File: config.mk
export PLATFORM = sky130hd
export DESIGN_NAME = qslerp_div_stage
export DESIGN_NICKNAME = d
export VERILOG_FILES = /design/src/hdl/qslerp_div_stage.sv
export SDC_FILE = /design/constraint.sdc
export NUM_CORES = 1
export LEC_CHECK = 0
export ABC_AREA = 1
export BUFFER_PORTS_ARGS = -buffer_cell sky130_fd_sc_hd__buf_4
export CAP_MARGIN = 30
export CORE_ASPECT_RATIO = 0.9
export CORE_MARGIN = 2
export CORE_UTILIZATION = 50
export DETAILED_ROUTE_END_ITERATION = 10
export PLACE_DENSITY = 0.78
export REMOVE_ABC_BUFFERS = 1
export SETUP_SLACK_MARGIN = 0.02
export SLEW_MARGIN = 20
export SYNTH_ARGS = -nofsm -noshare
export SYNTH_HDL_FRONTEND = slang
export SYNTH_SLANG_ARGS = --single-unit
File: constraint.sdc
create_clock -name clk -period 2.5 [get_ports clk]
set_clock_uncertainty 0.2 [all_clocks]
set_input_delay 0.5 -clock clk [delete_from_list [all_inputs] [get_ports clk]]
set_output_delay 0.5 -clock clk [all_outputs]
set_load 0.005 [all_outputs]
File: src/hdl/qslerp_div_stage.sv
// One restoring division step (one quotient bit) with its pipeline register.
// Depends on nothing.
module qslerp_div_stage #(
	parameter int unsigned SIDE_W = 1
) (
	input  logic              clk,
	input  logic              en,
	input  logic [31:0]       rem_in,
	input  logic [31:0]       dvd_in,
	input  logic [30:0]       dvs_in,
	input  logic [SIDE_W-1:0] side_in,
	output logic [31:0]       rem_out,
	output logic [31:0]       dvd_out,
	output logic [SIDE_W-1:0] side_out
);
	logic [32:0] sh;
	assign sh = {rem_in, dvd_in[31]};

	always_ff @(posedge clk) begin
		if (en) begin
			if (sh >= {2'b00, dvs_in}) begin
				rem_out <= 32'(sh - {2'b00, dvs_in});
				dvd_out <= {dvd_in[30:0], 1'b1};
			end else begin
				rem_out <= sh[31:0];
				dvd_out <= {dvd_in[30:0], 1'b0};
			end
			side_out <= side_in;
		end
	end
endmodule

==> flow_summary.json <==
{
  "status": "finished, final reports clean",
  "area_growth_pct": 41.1,
  "cts_tree": "built",
  "num_vias": 5130,
  "power_frac_comb_pct": 30.8,
  "period_minus_slack_ps": 2290,
  "cts.sinks": 65,
  "drt-vias-per-instance": 4.80,
  "drive_gt1_share_pct": 30.7,
  "ys_seq_elements": 65,
  "synth-edff-count": 65,
  "io_buffers": 162,
  "worstSetupEndpoint": "rem_out[16]",
  "rsz0062_at_grt": "false",
  "seqPwrFrac_pct": 34.6,
  "final_core_util_pct": 71.4,
  "dp_cells": 1053,
  "stdcell_count": 1069,
  "cts_buffers": 9,
  "ys.flop_type": "edfxtp_1",
  "slew_headroom_pct": 72.9,
  "yosys_warnings": 0,
  "finalPower_uw": 4050,
  "crit_start": "dvd_in[31]",
  "syn_inst": 710,
  "min_path_type": "input pin to flip-flop",
  "routed_wl_um": 15500,
  "htree_levels": 3,
  "p_leak_uw": 0.00403,
  "final_nets": 1065,
  "grt_usage_pct": 27.9,
  "io_pins": 163,
  "drc": 0,
  "drtIter0Drc": 324,
  "ctsHoldBuffers": 0,
  "root_buffer": "clkbuf_16",
  "diodes": 0,
  "setup_slack_ps": 211,
  "antenna_found_initial": 0,
  "final_common_cell": "nand2_1",
  "die_x_um": 111,
  "cp.arrival_ps": 2180,
  "synthArstFlopShare_pct": 0,
  "rows": 35,
  "criticalPathCategory": "input pin to flip-flop",
  "ys_seq_area_share_pct": 38.1,
  "swShare_pct": 30.2,
  "power_frac_clock_pct": 34.7,
  "fin_crit_sh_pct": 91.5,
  "grt_pass1_wl_um": 24200,
  "die_area_um2": 11100,
  "ant_nets": 0,
  "worst_setup_path_start_kind": "input pin",
  "pre_cts_slack_ps": -133,
  "setup_viol": 0,
  "crit_required_ps": 2390,
  "ir_worst_vdd_mv": 0.482,
  "switching_power_uw": 1220,
  "clk_pin_slew_ps": 60,
  "fmax_ghz": 0.437,
  "syn-cell-area_um2": 5120,
  "yosysUniqueCellTypes": 28,
  "dieHeight_um": 100,
  "tightest_slew_ps": 407,
  "hold_viol": 0,
  "wl_per_cell_um": 14.5,
  "core_area_um2": 10100,
  "grt_pass1_vias": 4923,
  "mostFrequentLayoutCells": "289 x nand2_1, 217 x buf_4, 151 x inv_1",
  "grt.overflow.total": 0,
  "drv_slew": 0,
  "power.internal_uw": 2830,
  "dp_hpwl_um": 12400,
  "start_util_pct": 50.6,
  "worst_setup_path_end_kind": "flip-flop",
  "power_density_nw_per_um2": 560,
  "avgSynthCellArea_um2": 7.21,
  "gp_congestion": 0.915,
  "drv_cap": 0,
  "drt-pass1-iter-count": 5,
  "critPathMaxFanout": 3,
  "grt_max_degree": 43,
  "cts.path.max_buffers": 2
}
## cell families after synthesis
group                      Yosys count  share of synthesized area, %
adders and majority gates           32                          7.96
xor gates and xnor gates            14                          2.39
DFF                                 65                          38.1
AOI/OAI and AO/OA                   22                          2.27
and+or+nand+nor                    415                          36.5
buffers and inverters              162                          12.8
## registers in the layout (all words and copies together) (netlist names)
name	cells
dvd_out	32
rem_out	32
side_out	1
## power groups by stage
| stage | clock network, µW | logic [µW] | registers, µW |
|---|---|---|---|
| 2_1_floorplan | 0 | 586 | 1430 |
| 3_3_place_gp | 0 | 1210 | 1420 |
| 3_5_place_dp | 0 | 1240 | 1420 |
| 4_1_cts | 1410 | 1240 | 1400 |
| 5_1_grt | 1450 | 1370 | 1410 |
| 6_report | 1400 | 1250 | 1400 |
## layout make-up
cell class              instances  area [µm²]
clock buffers                   9         225
clock inverters                 7        93.8
fillers                       838        2890
inverters                     156         586
multi-input cells             483        2520
flip-flops and latches         65        1950
well taps                     129         161
repair buffers                220        1690
## critical path, stage by stage
cell	delay, ps
buf_4	80
inv_1	40
ha_1	210
fa_1	400
inv_1	110
nand3_1	90
nand3_2	110
nand2_1	60
nand3_1	130
nand3_1	140
nand2_1	100
nand2_1	70
nand3_2	100
nand2_1	50
## what timing repair did
action / in CTS / in global routing
setup buffers: 0 / 0
resized for setup: 0 / 1
endpoints found under the setup margin: 0 / 1
## Yosys cell counts (all sizes together), types with 2 or more instances
library cell	number	share of area, %
nor2	36	3.3
nand4	2	0.24
xor2	13	2.2
edfxtp	65	38
nor3	10	0.98
a21oi	19	1.9
nand3b	10	1.5
buf	6	1.4
o21ai	2	0.20
nand3	38	5.2
and2	6	0.73
ha	31	7.6
inv	156	11
nand2	311	24
## metal layers
| metal | routed length [µm] | vias to the layer above | GRT usage, % | share of wire (%) |
|---|---|---|---|---|
| met5 | 0 | - | 0 | 0 |
| met4 | 180 | 0 | 6.15 | 1.2 |
| met3 | 1080 | 15 | 4.83 | 7.0 |
| met2 | 7230 | 205 | 47.9 | 47 |
| met1 | 6990 | 2290 | 37.4 | 45 |
| li1 | - | 2620 | - | - |
## how the worst min path moves through the flow
stage	from	to	cells after the start
2_1_floorplan	dvd_in[9]	dvd_out[10]	0
3_3_place_gp	dvd_in[27]	dvd_out[28]	1
3_5_place_dp	dvd_in[16]	dvd_out[17]	1
4_1_cts	dvd_in[9]	dvd_out[10]	1
5_1_grt	dvd_in[4]	dvd_out[5]	1
6_report	dvd_in[28]	dvd_out[29]	1
## per-stage QoR
step | hold slack (ps) | area (µm²) | setup TNS (ps)
CTS | 138 | 7220 | 0
global placement | 479 | 6900 | -737
floorplan | 399 | 5050 | -2650
detailed placement | 480 | 6900 | -1340
global route | 138 | 7230 | 0
finish | 141 | 7230 | 0
(Power assumes the default switching activity.)
