===== config.mk =====
export PLATFORM = sky130hd
export DESIGN_NAME = qslerp_sqrt_stage
export DESIGN_NICKNAME = d
export VERILOG_FILES = /design/src/hdl/qslerp_sqrt_stage.sv
export SDC_FILE = /design/constraint.sdc
export NUM_CORES = 1
export LEC_CHECK = 0
export BUFFER_PORTS_ARGS = -buffer_cell sky130_fd_sc_hd__buf_2
export CAP_MARGIN = 10
export CORE_MARGIN = 2
export CORE_UTILIZATION = 25
export DETAILED_ROUTE_END_ITERATION = 12
export PLACE_DENSITY_LB_ADDON = 0.12
export SLEW_MARGIN = 15
export SYNTH_ARGS = -nofsm -noshare
export SYNTH_HDL_FRONTEND = slang
export SYNTH_SLANG_ARGS = --single-unit

===== constraint.sdc =====
create_clock -name clk -period 3.5 [get_ports clk]
set_input_delay 0.7 -clock clk [delete_from_list [all_inputs] [get_ports clk]]
set_output_delay 0.7 -clock clk [all_outputs]
set_load 0.05 [all_outputs]

===== src/hdl/qslerp_sqrt_stage.sv =====
// One restoring square-root step (one result bit) with its pipeline register.
// Depends on nothing.
module qslerp_sqrt_stage #(
	parameter int unsigned STEP = 0,
	parameter int unsigned SIDE_W = 1
) (
	input  logic              clk,
	input  logic              en,
	input  logic [61:0]       rem_in,
	input  logic [30:0]       root_in,
	input  logic [SIDE_W-1:0] side_in,
	output logic [61:0]       rem_out,
	output logic [30:0]       root_out,
	output logic [SIDE_W-1:0] side_out
);
	localparam int unsigned POS = 30 - STEP;
	logic [63:0] trial;

	// trial = (2*root + 2^pos) << pos, root holds the upper bits found so far
	assign trial = ({33'd0, root_in} << (POS + 1)) | (64'd1 << (2 * POS));

	always_ff @(posedge clk) begin
		if (en) begin
			if ({2'b00, rem_in} >= trial) begin
				rem_out  <= rem_in - trial[61:0];
				root_out <= root_in | (31'd1 << POS);
			end else begin
				rem_out  <= rem_in;
				root_out <= root_in;
			end
			side_out <= side_in;
		end
	end
endmodule


==> results.py <==
metrics = {
    "status": {
        "status": "finished, final reports clean",
    },
    "floorplan": {
        "row_count": 51,
        "start_util": 0.257,
        "core_area_um2": 19600,
        "dieHeight_um": 146,
        "die_area_um2": 21300,
        "die_w_um": 146,
        "ios": 190,
    },
    "synth": {
        "synth-edff-count": 94,
        "yosysUniqueCellTypes": 52,
        "muxShareOfSynthArea": 0.00672,
        "synth_xor_area_frac": 0.0435,
        "synth_top_family_by_area": "compound AO/OA/AOI/OAI gates",
        "synth_nets": 571,
        "avgSynthCellArea_um2": 11.3,
        "syn_inst": 444,
        "netlist_area_um2": 5030,
        "yosysSeqAreaShare": 0.561,
        "yosysWarnings": 0,
        "yosys.area_share.simple": 0.114,
        "synth_flop_cell": "edfxtp_1",
        "ys_seq_elements": 94,
        "synthAdderAreaFrac": 0.0786,
        "synth_compound_area_frac": 0.152,
        "async_reset_ff_frac": 0,
    },
    "clock_network": {
        "clk_pin_slew_ns": 0.08,
        "cts_tree": "built",
        "post_cts_buffers": 0,
        "cts_buffers": 9,
        "cts_hold_buffers": 0,
        "cts-root-buf": "clkbuf_16",
        "cts_buffer_depth": 2,
        "post_cts_resized": 0,
        "cts.sinks": 94,
        "htreeDepth": 3,
    },
    "pwr": {
        "seq_power_share": 0.410,
        "vdd.ir_drop.worst_mv": 0.225,
        "switchingPower_w": 0.00121,
        "pwr-share-comb": 0.292,
        "p_leak_nw": 2.96,
        "swShare": 0.358,
        "p_int_w": 0.00216,
        "power.density_nw_per_um2": 502,
        "pwr-share-clk": 0.298,
    },
    "detailed_routing": {
        "vias": 4087,
        "drt_iter0_drc": 191,
        "viasPerCell": 4.45,
        "wl_um": 14100,
        "ant_nets": 0,
        "wl_per_cell_um": 15.4,
        "drtPass1Iterations": 4,
        "drc": 0,
    },
    "grt": {
        "first_global_vias": 4203,
        "grt_pass1_wl_um": 22200,
        "grt_start_max_net_pins": 52,
        "grt_usage": 0.133,
        "gr-total-overflow": 0,
        "antenna_found_initial": 0,
    },
    "sta": {
        "fin_crit_sh": 0.875,
        "maxSlewHeadroom": 0.587,
        "grt_setup_unrepaired": "false",
        "worst_slew_pin_slew_ns": 0.620,
        "hold_ws_ns": 0.514,
        "post-route-min-period_ns": 3.06,
        "tns_ns": 0,
        "hold_viol_final": 0,
        "max_clock_freq_mhz": 327,
        "final_max_slew_viol_count": 0,
        "setup_viol": 0,
    },
    "layout": {
        "instances_no_fill": 919,
        "layout-area-overhead-vs-synth_pct": 33.3,
        "mostFrequentLayoutCells": "buf_2, edfxtp_1, a21oi_1, nand2_1, inv_1",
        "final_area_um2": 6710,
        "fin_nets": 776,
        "diodes": 0,
        "post-route-util": 0.342,
        "drive_above_1_share": 0.364,
        "nFillCells": 2041,
        "final_common_cell": "buf_2",
    },
    "worst_setup_path": {
        "cp.required_ns": 3.61,
        "path_delay_family": "compound AO/OA/AOI/OAI gates",
        "cpMostUsedCell": "inv_1",
        "endpoint_kind": "flop",
        "cp_num_buf_inv": 3,
        "path_max_fanout": 3,
        "crit_chain": "buf_2 -> inv_1 -> ha_1 -> inv_1 -> fa_1 -> a21o_1 -> a221o_1 -> and2_1 -> o41ai_2 -> o21ai_1 -> a21boi_1 -> xor2_1 -> a21oi_1",
        "crit_slowest_cell": "fa_1",
        "crit_path_start": "rem_in[31]",
        "max_stage_delay_ns": 0.41,
        "critPathLaunchType": "input pin",
        "arrival_ns": 3.17,
        "path_class": "input pin to flop",
    },
    "min_path": {
        "hold_start": "side_in",
        "holdPathStages": 1,
        "hp-class": "input pin to flop",
        "min_to": "side_out",
    },
    "place": {
        "placed_cells": 903,
        "io_buffers": 189,
        "place.gp.congestion": 0.803,
        "hpwl_um": 11300,
        "place_area_um2": 6410,
    },
    "run": {
        "drv_cap": 0,
    },
}
[logic make-up after synthesis]
| family | after synthesis |
|---|---|
| AO/OA/AOI/OAI | 122 |
| XOR/XNOR | 25 |
| adder cells (fa/ha/maj) | 31 |
| buffers and inverters | 52 |
| flip-flops | 94 |
| multiplexers | 3 |
| AND/OR/NAND/NOR | 117 |
[state kept, by name, summed over array words and instances (netlist names)]
| signal | cells |
|---|---|
| rem_out | 62 |
| root_out | 31 |
| side_out | 1 |
[synthesized netlist by cell type (all sizes together) (2+ instances only)]
cell	instances	area, um2
a311o	2	20.0
nand2b	2	12.5
nor3	11	55.1
ha	30	375
nand4	11	68.8
o21bai	2	15.0
a211oi	2	15.0
a41oi	2	17.5
o21a	4	30.0
clkbuf	8	30.0
inv	32	120
and4	4	35.0
nor4	8	50.1
nand3	4	20.0
o21ai	28	140
mux2	3	33.8
and2	7	46.3
a31oi	2	12.5
o211ai	3	22.5
a21boi	2	15.0
nor2	26	100
a21o	17	128
buf	12	73.8
a21oi	46	230
xnor2	14	123
nand2	38	143
edfxtp	94	2820
xor2	11	96.3
o31ai	3	22.5
[per-stage QoR]
| stage | setup slack, ns | total power [W] |
|---|---|---|
| after floorplan | 0.411 | 0.00209 |
| after global placement | 0.141 | 0.00240 |
| after detailed placement | 0.0800 | 0.00240 |
| after CTS | 0.455 | 0.00342 |
| after global routing | 0.231 | 0.00353 |
| final | 0.438 | 0.00337 |
[power by group through the flow]
| stage | combinational (W) | sequential (W) | clock, W |
|---|---|---|---|
| CTS | 0.000995 | 0.00138 | 0.00104 |
| floorplan | 0.000322 | 0.00177 | 0 |
| finish | 0.000984 | 0.00138 | 0.00100 |
| global route | 0.00106 | 0.00139 | 0.00107 |
| detailed placement | 0.000991 | 0.00141 | 0 |
| global placement | 0.000990 | 0.00141 | 0 |
[per-layer routing]
metal	global-route usage	routed length, um	vias to the layer above
met3	0.0439	1040	7
li1	-	-	2062
met1	0.173	6510	1880
met4	0.0368	146	0
met5	0	0	-
met2	0.213	6430	138
[worst max-delay path by stage]
stage / cells after the start / endpoint / slack (ns)
2_1_floorplan: 12 / rem_out[49] / 0.41
3_3_place_gp: 13 / rem_out[49] / 0.14
3_5_place_dp: 13 / rem_out[49] / 0.08
4_1_cts: 13 / rem_out[49] / 0.46
5_1_grt: 13 / rem_out[49] / 0.23
6_report: 13 / rem_out[49] / 0.44
[layout make-up]
class / count / area, um2 / share of cell area
flip-flops and latches: 94 / 2820 / 0.421
clock inverters: 7 / 75.1 / 0.0112
clock buffers: 9 / 225 / 0.0336
repair buffers: 214 / 1150 / 0.171
inverters: 32 / 120 / 0.0179
multi-input cells: 298 / 1980 / 0.296
well taps: 265 / 332 / 0.0494
Power figures use the tool's default switching activity.
