<file path="src/hdl/qslerp_pkg.sv">
// Package for the quaternion slerp pipeline: widths, formats and the arctangent table.
// Used by quaternion_slerp and qslerp_cordic_stage; no dependencies of its own.
package qslerp_pkg;

	localparam int unsigned DATA_W = 16;
	localparam int unsigned THR_W = 15;
	localparam int unsigned QI = 30;
	localparam int unsigned ANG_W = 34;
	localparam int unsigned SQ_STEPS = 31;
	localparam int unsigned DIV_BITS = 30;
	localparam logic [ANG_W-1:0] CORDIC_GAIN = ANG_W'(64'd652032874);
	localparam logic [THR_W-1:0] THR_RESET = THR_W'(16382);

	typedef logic signed [DATA_W-1:0] comp_t;
	typedef logic signed [ANG_W-1:0] ang_t;

	typedef struct packed {
		comp_t x;
		comp_t y;
		comp_t z;
		comp_t w;
	} quat_t;

	typedef struct packed {
		quat_t q_start;
		quat_t q_end;
		comp_t fraction;
	} slerp_in_t;

	function automatic ang_t atan_entry(input logic [4:0] i);
		logic [31:0] v;
		begin
			case (i)
				5'd0: v = 32'd843314857;
				5'd1: v = 32'd497837829;
				5'd2: v = 32'd263043837;
				5'd3: v = 32'd133525159;
				5'd4: v = 32'd67021687;
				5'd5: v = 32'd33543516;
				5'd6: v = 32'd16775851;
				5'd7: v = 32'd8388437;
				5'd8: v = 32'd4194283;
				5'd9: v = 32'd2097149;
				5'd31: v = 32'd0;
				default: v = 32'd1 << (5'd30 - i);
			endcase
			return ANG_W'(v);
		end
	endfunction

endpackage

</file>
<file path="src/hdl/qslerp_cordic_stage.sv">
// One CORDIC micro-rotation with its pipeline register (vectoring or rotation mode).
// Depends on qslerp_pkg.
module qslerp_cordic_stage #(
	parameter int unsigned SHIFT = 0,
	parameter bit VECTORING = 1'b0,
	parameter int unsigned SIDE_W = 1
) (
	input  logic                   clk,
	input  logic                   en,
	input  qslerp_pkg::ang_t       x_in,
	input  qslerp_pkg::ang_t       y_in,
	input  qslerp_pkg::ang_t       z_in,
	input  logic [SIDE_W-1:0]      side_in,
	output qslerp_pkg::ang_t       x_out,
	output qslerp_pkg::ang_t       y_out,
	output qslerp_pkg::ang_t       z_out,
	output logic [SIDE_W-1:0]      side_out
);
	qslerp_pkg::ang_t xs, ys, at;
	logic pos;

	assign xs  = x_in >>> (SHIFT % 32);
	assign ys  = y_in >>> (SHIFT % 32);
	assign at  = qslerp_pkg::atan_entry(5'(SHIFT % 32));
	assign pos = VECTORING ? !y_in[$bits(y_in)-1] : !z_in[$bits(z_in)-1];

	always_ff @(posedge clk) begin
		if (en) begin
			if (VECTORING) begin
				x_out <= pos ? x_in + ys : x_in - ys;
				y_out <= pos ? y_in - xs : y_in + xs;
				z_out <= pos ? z_in + at : z_in - at;
			end else begin
				x_out <= pos ? x_in - ys : x_in + ys;
				y_out <= pos ? y_in + xs : y_in - xs;
				z_out <= pos ? z_in - at : z_in + at;
			end
			side_out <= side_in;
		end
	end
endmodule

</file>
<file path="config.mk">
export PLATFORM = sky130hd
export DESIGN_NAME = qslerp_cordic_stage
export DESIGN_NICKNAME = d
export VERILOG_FILES = /design/src/hdl/qslerp_pkg.sv /design/src/hdl/qslerp_cordic_stage.sv
export SDC_FILE = /design/constraint.sdc
export NUM_CORES = 1
export LEC_CHECK = 0
export CORE_ASPECT_RATIO = 0.6
export CORE_UTILIZATION = 50
export DETAILED_ROUTE_END_ITERATION = 16
export DONT_BUFFER_PORTS = 1
export GPL_TIMING_DRIVEN = 0
export HOLD_SLACK_MARGIN = 0.02
export SLEW_MARGIN = 20
export SYNTH_ARGS = -nofsm -noshare
export SYNTH_HDL_FRONTEND = slang
export SYNTH_SLANG_ARGS = --single-unit
export TNS_END_PERCENT = 10
</file>
<file path="constraint.sdc">
create_clock -name clk -period 12.4 [get_ports clk]
set_clock_uncertainty 0.2 [all_clocks]
set_input_delay 2.48 -clock clk [delete_from_list [all_inputs] [get_ports clk]]
set_output_delay 2.48 -clock clk [all_outputs]
set_load 0.02 [all_outputs]
</file>
==> flow_summary_export.csv <==
group,metric,value,unit
finish,layout_commonest_cell,"a21oi_1",
floorplan,io-pin-count,208,
finish,drive_gt1_frac,0.0400,
logic_synthesis,synth_area_leaders,"edfxtp_1, ha_1, a21oi_1, xnor2_1, inv_1",
clock_tree,ctsResizeCount,0,
run,cap_violations,0,
logic_synthesis,synth_edf_count,102,
timing,slew_headroom,0.237,
critical_path,cp_max_fo,24,
drt,finalWirelength,32400,um
critical_path,crit_top_cell,"a221oi_1",
finish,nets,1435,
timing,max_clock_freq,155,MHz
pwr,p_sw_frac,0.373,
critical_path,slowest_delay,0.57,ns
global_route,grt_pass1_vias,8168,
logic_synthesis,synth-simple-area-share,0.125,
clock_tree,clock_sinks,102,
drt,wl_met1,16800,um
timing,finalCriticalPeriod,6.43,ns
clock_tree,htree_levels,3,
logic_synthesis,synth.cell_area,0.0103,mm2
clock_tree,cts_setup_buffers,0,
global_route,grt_pass1_wl,48600,um
critical_path,crit_chain,"clkbuf_1, inv_2, clkbuf_2, buf_12, ha_1, a41oi_1, o21ai_0, a221oi_1, o211a_1, o31a_1, o21ai_1, a221oi_1, o22ai_1, o41ai_1",
logic_synthesis,ys_types,72,
drt,vias,9024,
placed_design,placedCellCount,1456,
drt,antenna_left,0,
clock_tree,cts_tree,"built",
floorplan,die_area,0.0211,mm2
logic_synthesis,synth-xor-area-share,0.0801,
clock_tree,clk_pin_slew_worst_paths,0.07,ns
global_route,grt_max_degree,103,
critical_path,worstPathArrival,6.38,ns
timing,setup_viol,0,
timing,hold_viol,0,
pwr,pwr-share-clk,0.254,
timing,tns,0,ns
logic_synthesis,synth_compound_area_frac,0.248,
timing,tightest_slew,1.14,ns
placed_design,gp_congestion,0.994,
logic_synthesis,yosysWarnings,0,
critical_path,path_class,"in -> reg",
pwr,p_leak,4.59,nW
floorplan,start_util,0.512,
logic_synthesis,synth.mux.area_fraction,0.0195,
placed_design,placed_area,0.0106,mm2
placed_design,io_buffers,0,
timing,holdWs,2.01,ns
drt,routed-wl-met2,11800,um
clock_tree,max-clock-path-buffers,2,
pwr,sequentialPowerShare,0.429,
logic_synthesis,ys_ff_latch,102,
logic_synthesis,ys_async_sr_fraction,0,
floorplan,die_w,187,um
timing,rsz0062_at_grt,"no",
critical_path,cp-start-kind,"input port",
timing,worst_slack,5.97,ns
pwr,p_int,0.817,mW
finish,final_util,0.547,
finish,fin_cells,1472,
worst_hold_path,min_path_type,"in -> reg",
finish,n_antenna_cell,0,
pwr,p_per_area,119,mW/mm2
logic_synthesis,synth_top_area_share,0.298,
clock_tree,cts_hold_buf,0,
timing,final-max-slew-violation-count,0,
floorplan,core,0.0201,mm2
critical_path,crit_slowest_cell,"a221oi_1",
finish,num-fill-cells,1829,
finish,final_cell_mix,"a21oi_1, ha_1, inv_1",
logic_synthesis,ys_seq_area_frac,0.298,
drt,drcViolationCount,0,
critical_path,endpoint_kind,"flip-flop",
global_route,grt_use_total,0.303,
pwr,vdd_drop_max,0.0000687,V
finish,area_growth,6.81,%
global_route,overflow,0,
drt,wl_met3,3540,um
clock_tree,cts_buffers,9,
drt,vias_per_cell,6.13,
global_route,antenna_found_initial,0,
drt,wl_per_cell,22.0,um
pwr,p_sw,0.486,mW
pwr,finalPower,1.30,mW
logic_synthesis,synth.net_count,1423,
placed_design,dp_hpwl,25600,um
clock_tree,root_buffer,"clkbuf_16",
logic_synthesis,syn_avg_cell_area,8.69,um2
pwr,p_comb_frac,0.317,
logic_synthesis,yosys.area.top_type,"edfxtp_1",
logic_synthesis,synthAdderAreaFrac,0.169,
finish,fin_area,0.0110,mm2
logic_synthesis,synth_top_flop_cell,"edfxtp_1",
drt,dr.pass1.iters,5,
floorplan,die_h,113,um
timing,post-route-period-util,0.519,
status,status,"finished clean",
placed_design,detailedPlace.worstSlack,5.68,ns
logic_synthesis,synthesis.instances,1182,
logic_synthesis,synth_top_family_by_area,"compound AO/OA/AOI/OAI gates",
drt,first_iter_violations,1038,
drt,top_layer,"met4",
floorplan,placementRows,40,
critical_path,cp_data_required_time,12.35,ns
-- cell usage after synthesis, types with 7 or more instances --
cell	instances
a211oi_1	13
a21o_1	30
a21oi_1	150
a31oi_1	8
clkbuf_1	30
edfxtp_1	102
ha_1	132
inv_1	116
mux2i_1	20
nand2_1	52
nand2b_1	13
nand3_1	19
nand4_1	15
nor2_1	90
nor2b_1	16
nor3_1	31
o211ai_1	12
o21a_1	14
o21ai_0	80
o21bai_1	26
o31ai_1	7
or3_1	8
xnor2_1	83
xor2_1	11
-- final cells by class --
cell class | instances | area [um2] | share of cell area
clock inverter | 6 | 108 | 0.00981
clock buffer | 10 | 229 | 0.0209
inverter | 118 | 443 | 0.0404
sequential | 102 | 3060 | 0.279
buffer | 43 | 178 | 0.0162
tap | 273 | 342 | 0.0311
timing repair buffer | 1 | 20.0 | 0.00182
multi-input combinational | 919 | 6590 | 0.601
-- power groups by stage --
stage	logic [mW]	registers (mW)	clock network, mW
6_report	0.413	0.558	0.331
5_1_grt	0.450	0.563	0.347
4_1_cts	0.404	0.560	0.338
3_5_place_dp	0.400	0.566	0
3_3_place_gp	0.399	0.567	0
2_1_floorplan	0.300	0.556	0
-- sequential cells by signal, indices dropped and copies added, names as in the netlist --
name and cells:
y_out 33, side_out 1, x_out 34, z_out 34
-- path summary, 6_finish.rpt --
path / slack [ns] / cells past startpoint / end / from
worst min-delay path: 2.01 / 0 / side_out / side_in
worst max-delay path: 5.97 / 14 / z_out[33] / z_in[33]
-- metal layers --
layer,vias to the layer above,track usage
li1,4279,-
met3,19,0.0775
met5,-,0
met1,4272,0.502
met2,454,0.380
met4,0,0.0481
-- critical path, delay by kind of cell --
family | cells | cell delay (ns)
AOI/OAI and AO/OA | 9 | 2.49
adders and majority gates | 1 | 0.37
buffers and inverters | 4 | 1.00
-- cells by family after synthesis --
logic type | count (synthesis)
buffers and inverters | 161
xor gates and xnor gates | 94
AOI/OAI and AO/OA | 400
adders and majority gates | 136
muxes | 20
and+or+nand+nor | 269
DFF | 102
No activity file was read; power rests on OpenSTA's default activity.
